File: src/rtl/ghb_pkg.sv
`timescale 1ns / 1ps
`default_nettype none
// ----------------------------------------------------------------------------
// ghb_pkg: shared types and codes of the guarded byte heap
// operation, status, register index and size codes, fsm states and the
// check result that travels from the range checker to the top level
// ----------------------------------------------------------------------------
package ghb_pkg;

  typedef enum logic [1:0] {
    OP_READ  = 2'd0,
    OP_WRITE = 2'd1,
    OP_ALLOC = 2'd2,
    OP_NONE  = 2'd3
  } op_t;

  typedef enum logic [2:0] {
    ST_OK         = 3'd0,
    ST_READ_OOB   = 3'd1,
    ST_WRITE_PROT = 3'd2,
    ST_WRITE_OOB  = 3'd3,
    ST_OVERFLOW   = 3'd4
  } status_t;

  typedef enum logic {
    S_IDLE = 1'b0,
    S_EXEC = 1'b1
  } state_t;

  localparam logic [1:0] CFG_PROTECT_BEGIN = 2'd0;
  localparam logic [1:0] CFG_PROTECT_END   = 2'd1;
  localparam logic [1:0] CFG_FREE_PTR_ADDR = 2'd2;

  localparam logic [1:0] SZ_BYTE = 2'd0;
  localparam logic [1:0] SZ_HALF = 2'd1;

  typedef struct packed {
    status_t rd_st;
    status_t wr_st;
  } chk_res_t;

  // index of the last byte touched, for a size code (unused code acts as four bytes)
  function automatic logic [1:0] size_last(logic [1:0] code);
    logic [1:0] r;
    case (code)
      SZ_BYTE: r = 2'd0;
      SZ_HALF: r = 2'd1;
      default: r = 2'd3;
    endcase
    return r;
  endfunction

endpackage
`default_nettype wire

File: src/rtl/ghb_check.sv
`timescale 1ns / 1ps
`default_nettype none
// ----------------------------------------------------------------------------
// ghb_check: range checker
// tests up to four bytes from a base address against heap end and
// protected range, first faulting byte decides the write status
// ----------------------------------------------------------------------------
module ghb_check #(
  parameter int unsigned HEAP_BYTES = 16384
) (
  input  logic [15:0]       base,
  input  logic [1:0]        last,
  input  logic [15:0]       prot_begin,
  input  logic [15:0]       prot_end,
  output ghb_pkg::chk_res_t res
);

  localparam logic [16:0] HEAP_LIM = 17'(HEAP_BYTES);

  always_comb begin
    logic [16:0] b;
    logic        used;
    logic        prot;
    logic        oob;
    logic        found;
    res.rd_st = ghb_pkg::ST_OK;
    res.wr_st = ghb_pkg::ST_OK;
    found     = 1'b0;
    for (int i = 0; i < 4; i++) begin
      b    = {1'b0, base} + 17'(i);
      used = (2'(i) <= last);
      prot = (b >= {1'b0, prot_begin}) && (b < {1'b0, prot_end});
      oob  = (b >= HEAP_LIM);
      if (used && oob) begin
        res.rd_st = ghb_pkg::ST_READ_OOB;
      end
      // protection is tested before heap end on each byte
      if (used && !found && (prot || oob)) begin
        found     = 1'b1;
        res.wr_st = prot ? ghb_pkg::ST_WRITE_PROT : ghb_pkg::ST_WRITE_OOB;
      end
    end
  end

endmodule
`default_nettype wire

File: config.mk
export PLATFORM = sky130hd
export DESIGN_NAME = ghb_check
export DESIGN_NICKNAME = d
export VERILOG_FILES = /design/src/rtl/ghb_pkg.sv /design/src/rtl/ghb_check.sv
export SDC_FILE = /design/constraint.sdc
export NUM_CORES = 1
export LEC_CHECK = 0
export ABC_CLOCK_PERIOD_IN_PS = 5300
export BUFFER_PORTS_ARGS = -buffer_cell sky130_fd_sc_hd__buf_2
export CAP_MARGIN = 10
export CELL_PAD_IN_SITES_DETAIL_PLACEMENT = 0
export CELL_PAD_IN_SITES_GLOBAL_PLACEMENT = 1
export CORE_MARGIN = 2
export CORE_UTILIZATION = 40
export DETAILED_ROUTE_END_ITERATION = 7
export GPL_TIMING_DRIVEN = 0
export PLACE_DENSITY_LB_ADDON = 0.1
export SETUP_SLACK_MARGIN = 0.02
export SLEW_MARGIN = 30
export SYNTH_ARGS = -nofsm -noshare
export SYNTH_HDL_FRONTEND = slang
export SYNTH_SLANG_ARGS = --single-unit
File: constraint.sdc
create_clock -name vclk -period 5.3
set_input_delay 0.53 -clock vclk [all_inputs]
set_output_delay 0.53 -clock vclk [all_outputs]
set_load 0.01 [all_outputs]
== After elaboration in Yosys (flattened, before gate mapping) ==
Cells that the tools add are included.
Cells by class
  $add $sub $neg: 3
  multiply operators: 0
  div/mod/pow operators: 0
  $lt $le $gt $ge: 16
  equal/unequal tests: 0
  shift-type cells: 0
  muxes and demuxes: 15
  bitwise operators: 0
  reductions and logical operators: 22
Operators with widths (count)
  17-bit by 15-bit >= comparator with 1-bit output (second input constant): 3
  17-bit by 16-bit >= comparator with 1-bit output: 3
  17-bit by 16-bit less-than comparator with 1-bit output: 3
  16-bit by 2-bit adder with 17-bit output (second input constant): 2
  16-bit by 1-bit adder with 17-bit output (second input constant): 1
  16-bit by 15-bit >= comparator with 1-bit output (second input constant): 1
  16-bit >= comparator: 1
  16-bit less-than comparator: 1
  1-bit logical AND: 15
  3-bit two-way mux: 5
  1-bit two-way mux: 9
  1-bit by 2-bit <= comparator with 1-bit output (first input constant): 2
  2-bit <= comparator (first input constant): 2
  1-bit logical OR: 4
  1-bit logical NOT: 3
  2-bit two-way mux: 1
Storage, ports and cells
  bits in registers: 0
  latch bits: 0
  memory bits (writable): 0
  bits in read-only memories: 0
  input bits: 50
  output and inout bits: 6
  word-level logic and storage cells: 56
  memories kept: 0

== Logic depth before layout (Yosys ltp) ==
Gate-level depths: netlist of the first run.
  word-level depth: 17
  depth in mapped cells: 16
  depth with buffers taken out: 16

== Worst setup path after synthesis of the first run ==
Ideal clock, no wire load.
  path type: input -> output
  start: input base[1]
  end: output res[0] (netlist name)
  arrival: 3381 ps
  path slack: 1389 ps
  stages: 15
  path through: ha_1 nand3_1 or2_2 nor2_1 nand4_1 xnor2_1 ha_1 nand4_1 nor2_1 a211o_1 a221o_1 a311oi_2 nor3_2 nand4_1 a21boi_2
RTL lines
  start: declaration: RTL line ghb_check.sv:11  | input logic [15:0] base,
  end: declaration: RTL line ghb_check.sv:15  | output ghb_pkg::chk_res_t res

==> results of run 1 <==
[where the power goes]
| group | switching [mW] | total (mW) | internal, mW | leakage [nW] |
|---|---|---|---|---|
| clock network | 0 | 0 | 0 | 0 |
| registers | 0 | 0 | 0 | 0 |
| logic | 0.203 | 0.343 | 0.140 | 2.12 |
[stage by stage]
step	total power [mW]	cells	worst slack [ns]	area, µm²
after global placement	0.334	660	0.360	4120
final	0.343	660	0.286	4120
after CTS	0.345	660	0.302	4120
after floorplan	0.234	496	1.39	3720
after global routing	0.395	660	0.0729	4120
after detailed placement	0.342	660	0.315	4120
[routing by layer]
metal / part of all wire [%] / vias up
li1: - / 1915
met1: 46 / 1688
met3: 2.7 / 6
met2: 50 / 65
met4: 1.2 / 0
met5: 0 / -
[cells in the mapped netlist (2+ instances only)]
| library cell | number |
|---|---|
| sky130_fd_sc_hd__nand2b_1 | 4 |
| sky130_fd_sc_hd__xnor2_1 | 21 |
| sky130_fd_sc_hd__nor2b_1 | 7 |
| sky130_fd_sc_hd__nand4_4 | 2 |
| sky130_fd_sc_hd__o211ai_1 | 4 |
| sky130_fd_sc_hd__a31oi_1 | 5 |
| sky130_fd_sc_hd__o21a_1 | 3 |
| sky130_fd_sc_hd__nor3_1 | 9 |
| sky130_fd_sc_hd__a21o_1 | 13 |
| sky130_fd_sc_hd__and4_1 | 4 |
| sky130_fd_sc_hd__nand4_1 | 15 |
| sky130_fd_sc_hd__a21oi_1 | 43 |
| sky130_fd_sc_hd__ha_1 | 126 |
| sky130_fd_sc_hd__nand2_1 | 44 |
| sky130_fd_sc_hd__inv_1 | 38 |
| sky130_fd_sc_hd__buf_4 | 5 |
| sky130_fd_sc_hd__a211oi_1 | 10 |
| sky130_fd_sc_hd__o21ai_1 | 5 |
| sky130_fd_sc_hd__nand3_1 | 19 |
| sky130_fd_sc_hd__xor2_1 | 20 |
| sky130_fd_sc_hd__nor4_1 | 2 |
| sky130_fd_sc_hd__o31ai_1 | 2 |
| sky130_fd_sc_hd__o2111ai_1 | 2 |
| sky130_fd_sc_hd__o21ai_0 | 19 |
| sky130_fd_sc_hd__nor2_1 | 33 |
| sky130_fd_sc_hd__clkbuf_1 | 5 |
| sky130_fd_sc_hd__and2_1 | 3 |
| sky130_fd_sc_hd__buf_2 | 7 |
[area by class of cell]
cell class / instances / area, µm² / share of cell area, %
Inverter: 38 / 143 / 3.46
Timing Repair Buffer: 53 / 265 / 6.43
Multi-Input combinational cell: 439 / 3470 / 84.2
Tap cell: 111 / 139 / 3.37
Buffer: 19 / 106 / 2.58
[cells by family (layout without fill, tap and decap cells)]
kind of cell	count (synthesis)	after routing	share of synthesized area [%]
muxes	1	1	0.270
and+or+nand+nor	151	151	20.9
other	1	3	0.101
adders and majority gates	126	126	42.5
AOI/OAI and AO/OA	117	117	19.9
buffers and inverters	57	110	6.71
xor gates and xnor gates	41	41	9.68
[worst min-delay path by stage]
| stage | endpoint | slack (ns) | depth (start not counted) |
|---|---|---|---|
| 2_1_floorplan | res[3] | 1.19 | 2 |
| 3_3_place_gp | res[3] | 1.42 | 4 |
| 3_5_place_dp | res[3] | 1.43 | 4 |
| 4_1_cts | res[3] | 1.43 | 4 |
| 5_1_grt | res[3] | 1.47 | 4 |
| 6_report | res[3] | 1.43 | 4 |
==> results.yml, run 1 <==
run_status:
  outcome: "finished, final reports clean"
drt:
  routed_wl_um: 11500
  avgViaCountPerCell: 5.57
  drc: 0
  postRouteAntennaNets: 0
  wire_per_inst_um: 17.5
  detailroute.via_count: 3674
  first_pass_iters: 4
  first_iter_violations: 102
floorplanning:
  dieWidth_um: 100
  initial_core_util_pct: 40.7
  io-pin-count: 56
  die-area_um2: 10100
  coreArea_um2: 9110
  floorplan.die.height_um: 100
  floorplan.rows: 35
layout:
  final_core_utilization_pct: 45.3
  drive_gt1_share_pct: 13.8
  num-clock-buffers: 0
  n_sequential_cell: 0
  layout.cells.most_common: "sky130_fd_sc_hd__ha_1"
  area.sequential_um2: 0
  most-common-layout-cells: "sky130_fd_sc_hd__ha_1, sky130_fd_sc_hd__buf_2, sky130_fd_sc_hd__nand2_1, sky130_fd_sc_hd__a21oi_1, sky130_fd_sc_hd__inv_1"
  antenna_diode_count: 0
  layout.filler_cells: 987
  area.growth.synth_to_final_pct: 11.1
  nets: 727
synth:
  yosysUniqueCellTypes: 52
  postSynthAreaPerCell_um2: 7.51
  synth.area.top_cells: "sky130_fd_sc_hd__ha_1, sky130_fd_sc_hd__a21oi_1, sky130_fd_sc_hd__xnor2_1"
  synth_largest_area_cell: "sky130_fd_sc_hd__ha_1"
  netlist_instances: 494
  seq_area_frac_synth_pct: 0
  yosysWarningCount: 0
  synth_top_area_share_pct: 42.5
  synthesized_cell_area_um2: 3710
sta:
  finalSetupTns_ns: 0
  finalSetupViolCount: 0
  post_route_clock_period_utilization_pct: 94.6
  grt_setup_unrepaired: "false"
  final-max-slew-violation-count: 0
  timing.final.crit_period_ns: 5.01
  timing.max_slew.rel_slack_pct: 57.5
  timing_hold_violations_final: 0
  worst_pin_slew_ns: 0.631
  hold_ws_ns: 1.43
  max_freq_ghz: 0.199
worst_hold_path:
  hold_path_origin: "last[1]"
  hold_class: "in -> out"
critical_path:
  critical_path.max_fanout: 9
  crit_path_start: "base[1]"
  path_delay_family: "simple AND/OR/NAND/NOR gates"
  cp_data_required_time_ns: 4.77
  cp.depth: 17
  worst-endpoint-arrival_ns: 4.48
  critical_path.max_stage_delay_ns: 0.44
  timing.critical_path.to: "res[0]"
  setup.worst_path.start_class: "input pin"
  endpoint_kind: "output port"
  setup_crit_path_kind: "in -> out"
  worstPathBufferInverterCount: 2
  cell_breakdown_of_the_critical_path: "buf_2 -> ha_1 -> nand3_1 -> or2_2 -> nor2_1 -> nand2_1 -> xnor2_1 -> ha_1 -> nand4_1 -> nor2_1 -> a211o_1 -> a221o_1 -> a311oi_2 -> nor3_2 -> nand4_1 -> a21boi_2 -> buf_2"
  worst_path_max_delay_cell: "sky130_fd_sc_hd__a311oi_2"
power_and_ir_drop:
  total_leakage_power_nw: 2.12
  power-per-cell-area_nw_per_um2: 83.2
  vdd_drop_max_mv: 0.0352
global_route:
  maximum_number_of_pins_on_one_net_before_global_route_repair: 11
  grtUsageMet1_pct: 31.0
  antenna_violations_before_repair: 0
  grt_remaining_overflow: 0
  first_global_vias: 3618
  grtUsageTotal_pct: 23.4
  grt-busiest-layer: "met2"
  grt.met2_usage_pct: 43.8
  global_route_wire_length_before_repair_um: 18500
  globalRouteMet3Util_pct: 0.209
placed_design:
  placement.io_buffers: 53
  place_congestion: 0.897
  place.detailed.hpwl_um: 10000
cts:
  post_cts_resized: 0
  cts-hold-fix-buffers: 0
  postCtsSetupBuffers: 0
flow_run:
  max-cap-violations: 0
No activity file was read; power rests on OpenSTA's default activity.
==> inputs of run 2 (changes only) <==
==> constraint.sdc (replaced) <==
create_clock -name vclk -period 5.3
set_input_delay 1.06 -clock vclk [all_inputs]
set_output_delay 1.06 -clock vclk [all_outputs]
set_load 0.01 [all_outputs]
==> results.yml, run 2 (synthesized netlist as in run 1, its figures left out) <==
layout:
  finalInstanceArea_um2: 4680
  most-common-layout-cells: "sky130_fd_sc_hd__ha_1, sky130_fd_sc_hd__nand2_1, sky130_fd_sc_hd__buf_4, sky130_fd_sc_hd__buf_2, sky130_fd_sc_hd__a21oi_1"
  antenna_diode_count: 0
  area.growth.synth_to_final_pct: 26.0
  n_sequential_cell: 0
  area.sequential_um2: 0
  layout.cells.most_common: "sky130_fd_sc_hd__ha_1"
  layout.filler_cells: 946
  finish.cell_count_without_fillers: 689
  drive_gt1_share_pct: 23.2
  nets: 756
  num-clock-buffers: 0
sta:
  grt_setup_unrepaired: "true"
  final-max-slew-violation-count: 0
  worst_pin_slew_ns: 0.613
  finalSetupTns_ns: 0
  timing.final.crit_period_ns: 5.26
  hold_ws_ns: 2.49
  timing_hold_violations_final: 0
  post_route_clock_period_utilization_pct: 99.3
  finalSetupViolCount: 0
  max_freq_ghz: 0.190
  timing.max_slew.rel_slack_pct: 59.1
floorplanning:
  die-area_um2: 10100
  floorplan.die.height_um: 100
  coreArea_um2: 9110
  dieWidth_um: 100
  floorplan.rows: 35
  io-pin-count: 56
  initial_core_util_pct: 40.7
worst_hold_path:
  hold_class: "in -> out"
global_route:
  antenna_violations_before_repair: 0
  grtUsageTotal_pct: 24.4
  global_route_wire_length_before_repair_um: 19400
  first_global_vias: 3731
  maximum_number_of_pins_on_one_net_before_global_route_repair: 11
  grt_remaining_overflow: 0
power_and_ir_drop:
  total_leakage_power_nw: 2.35
  vdd_drop_max_mv: 0.0391
  power-per-cell-area_nw_per_um2: 82.5
drt:
  first_pass_iters: 4
  avgViaCountPerCell: 5.55
  postRouteAntennaNets: 0
  first_iter_violations: 129
  routed_wl_um: 12300
  drc: 0
  wire_per_inst_um: 17.8
  detailroute.via_count: 3827
flow_run:
  max-cap-violations: 0
critical_path:
  critical_path.max_fanout: 6
  setup.worst_path.start_class: "input pin"
  worst-endpoint-arrival_ns: 4.20
  cp_data_required_time_ns: 4.24
  setup_crit_path_kind: "in -> out"
  endpoint_kind: "output port"
placed_design:
  place.detailed.hpwl_um: 10000
  place_congestion: 0.897
  placement.io_buffers: 53
  standard_cell_area_after_detailed_placement_um2: 4120
  place_inst: 660
run_status:
  outcome: "finished, final reports clean"
## run 2: worst paths after layout
path | from | to | cells past startpoint
worst max-delay path | base[1] | res[1] | 16
worst min-delay path | last[1] | res[3] | 4
## run 2: layout make-up
cell class	instances	area, µm²	area share [%]
plain buffers	11	93.8	2.01
well taps	111	139	2.97
inverters	38	146	3.13
multi-input cells	439	3690	78.8
repair buffers	90	611	13.1
## run 2: timing repair
action                                 4_1_cts  5_1_grt
setup endpoints to repair                    2        2
cloned                                       0        0
pin swaps                                    9       25
buffers inserted                            12       25
hold buffers                                 0        0
resized for setup                           31       36
endpoints found under the hold margin        0        0
## run 2: metrics by stage
stage | worst slack [ns] | power [mW] | utilization (%)
after floorplan | 0.329 | 0.234 | -
after global placement | -0.700 | 0.334 | 45.3
after detailed placement | -0.746 | 0.342 | 45.3
after CTS | 0.0200 | 0.359 | 47.7
after global routing | -0.0866 | 0.437 | 51.3
final | 0.0371 | 0.386 | 51.3
## run 2: worst max-delay path, cell delays in order
cell,delay (ns)
sky130_fd_sc_hd__buf_12,0.10
sky130_fd_sc_hd__ha_4,0.16
sky130_fd_sc_hd__nand3_4,0.09
sky130_fd_sc_hd__or2_4,0.28
sky130_fd_sc_hd__nor2_4,0.16
sky130_fd_sc_hd__nand4_1,0.15
sky130_fd_sc_hd__xnor2_2,0.28
sky130_fd_sc_hd__ha_1,0.28
sky130_fd_sc_hd__nand4_1,0.11
sky130_fd_sc_hd__nor2_1,0.07
sky130_fd_sc_hd__a211o_1,0.26
sky130_fd_sc_hd__a221o_1,0.34
sky130_fd_sc_hd__a311oi_4,0.41
sky130_fd_sc_hd__a21oi_1,0.12
sky130_fd_sc_hd__o211ai_1,0.18
sky130_fd_sc_hd__buf_2,0.15
## run 2: power by group
part / switching, mW / internal, mW / leakage [nW]
clock: 0 / 0 / 0
combinational: 0.220 / 0.166 / 2.35
sequential: 0 / 0 / 0
## run 2: layer usage
layer | share of wire (%) | GRT usage, % | up-vias
met1 | 43 | 31.3 | 1774
met3 | 4.1 | 0.696 | 8
li1 | - | - | 1970
met2 | 52 | 46.6 | 75
met4 | 1.1 | 2.42 | 0
met5 | 0 | 0 | -
==> inputs of run 3 (changes only) <==
- ABC_CLOCK_PERIOD_IN_PS: 5300 -> 5850
- CAP_MARGIN: 10 -> 20
- CORE_ASPECT_RATIO: unset -> 0.8
- clock period: 5.3 -> 5.85 ns (I/O delays scaled with it)
==> results.yml, run 3 (synthesized netlist as in run 1, its figures left out) <==
critical_path:
  worst_path_max_delay_cell: "sky130_fd_sc_hd__a221o_1"
  setup_crit_path_kind: "in -> out"
  setup.worst_path.start_class: "input pin"
  worst_path_most_repeated_cell: "sky130_fd_sc_hd__nand4_1"
  cell_breakdown_of_the_critical_path: "buf_2 -> buf_4 -> nand4_1 -> or2_4 -> nor2_4 -> nand4_1 -> xnor2_2 -> ha_1 -> nand4_1 -> nor2_1 -> a211o_1 -> a221o_1 -> a311oi_4 -> buf_4 -> nor3_2 -> nand4_1 -> a21boi_2 -> buf_2"
  critical_path.max_fanout: 7
  worst-endpoint-arrival_ns: 4.55
  cp_data_required_time_ns: 4.68
  endpoint_kind: "output port"
  critical_path.max_stage_delay_ns: 0.33
  crit_path_start: "base[7]"
drt:
  postRouteAntennaNets: 0
  first_pass_iters: 4
  detailroute.via_count: 3752
  routed_wl_um: 11800
  avgViaCountPerCell: 5.60
  wire_per_inst_um: 17.6
  drc: 0
  first_iter_violations: 225
global_route:
  global_route_wire_length_before_repair_um: 18400
  antenna_violations_before_repair: 0
  grt-busiest-layer: "met1"
  grt_remaining_overflow: 0
  first_global_vias: 3500
  globalRouteMet3Util_pct: 0.135
  grtUsageMet1_pct: 36.0
  grtUsageTotal_pct: 22.5
  maximum_number_of_pins_on_one_net_before_global_route_repair: 11
  grt.met2_usage_pct: 35.4
layout:
  area.sequential_um2: 0
  nets: 733
  layout.filler_cells: 930
  area.growth.synth_to_final_pct: 16.5
  layout.cells.most_common: "sky130_fd_sc_hd__ha_1"
  finalInstanceArea_um2: 4320
  n_sequential_cell: 0
  most-common-layout-cells: "sky130_fd_sc_hd__ha_1, sky130_fd_sc_hd__buf_2, sky130_fd_sc_hd__nand2_1, sky130_fd_sc_hd__a21oi_1, sky130_fd_sc_hd__inv_1"
  drive_gt1_share_pct: 18.0
  num-clock-buffers: 0
  antenna_diode_count: 0
sta:
  final-max-slew-violation-count: 0
  grt_setup_unrepaired: "false"
  max_freq_ghz: 0.175
  finalSetupViolCount: 0
  timing.final.crit_period_ns: 5.72
  final_critical_path_setup_slack_ns: 0.133
  worst_pin_slew_ns: 0.574
  timing_hold_violations_final: 0
  post_route_clock_period_utilization_pct: 97.7
  hold_ws_ns: 2.70
  finalSetupTns_ns: 0
  timing.max_slew.rel_slack_pct: 61.7
floorplanning:
  initial_core_util_pct: 41.1
  floorplan.die.height_um: 90.2
  coreArea_um2: 9040
  die-area_um2: 10100
  floorplan.rows: 31
  io-pin-count: 56
  dieWidth_um: 112
placed_design:
  placement.io_buffers: 53
  place_congestion: 0.909
  dpl_worst_slack_ns: -0.489
  place.detailed.hpwl_um: 10000
  standard_cell_area_after_detailed_placement_um2: 4130
power_and_ir_drop:
  power-per-cell-area_nw_per_um2: 75.0
  vdd_drop_max_mv: 0.0297
  total_leakage_power_nw: 2.19
worst_hold_path:
  hold_path_origin: "last[1]"
  hold_class: "in -> out"
cts:
  cts-hold-fix-buffers: 0
flow_run:
  max-cap-violations: 0
run_status:
  outcome: "finished, final reports clean"
[run 3: cell types whose count changed in the layout (fill, tap and decap cells not counted), sizes merged]
cell / delta
clkbuf: -4
buf: -19
[run 3: cell type report]
type	count	area [µm²]	area share [%]
buffer	13	87.6	2.03
inverter	38	146	3.39
timing repair buffer	65	362	8.37
multi-input combinational	439	3580	82.9
tap	115	144	3.33
[run 3: final timing paths]
| check | slack, ns | cells after the start | to |
|---|---|---|---|
| max | 0.13 | 18 | res[0] |
| min | 2.70 | 4 | res[3] |
[run 3: routing by layer]
metal | vias to the layer above | wire [µm]
met3 | 2 | 607
li1 | 1928 | -
met1 | 1724 | 6140
met4 | 0 | 58
met2 | 98 | 4980
met5 | - | 0
[run 3: power by group]
part | internal [mW] | switching, mW | leakage, nW | total (mW)
combinational | 0.132 | 0.192 | 2.19 | 0.324
clock | 0 | 0 | 0 | 0
sequential | 0 | 0 | 0 | 0
[run 3: worst max-delay path, delay by kind of cell]
family | cells | cell delay (ns)
compound gates | 4 | 1.01
xor+xnor | 1 | 0.20
fa+ha+maj | 1 | 0.31
buf+inv | 4 | 0.61
simple gates | 8 | 1.23
[run 3: stage by stage]
stage          std cells  utilization, %  power [mW]
6_report             670            47.8       0.324
5_1_grt              670            47.8       0.368
4_1_cts              666            46.6       0.318
3_5_place_dp         664            45.7       0.310
3_3_place_gp         664            45.7       0.302
2_1_floorplan        496               -       0.212
[run 3: what timing repair did]
| action | CTS | global route |
|---|---|---|
| pin swaps | 3 | 6 |
| resized for setup | 13 | 15 |
| setup endpoints to repair | 2 | 2 |
| setup buffers | 2 | 10 |
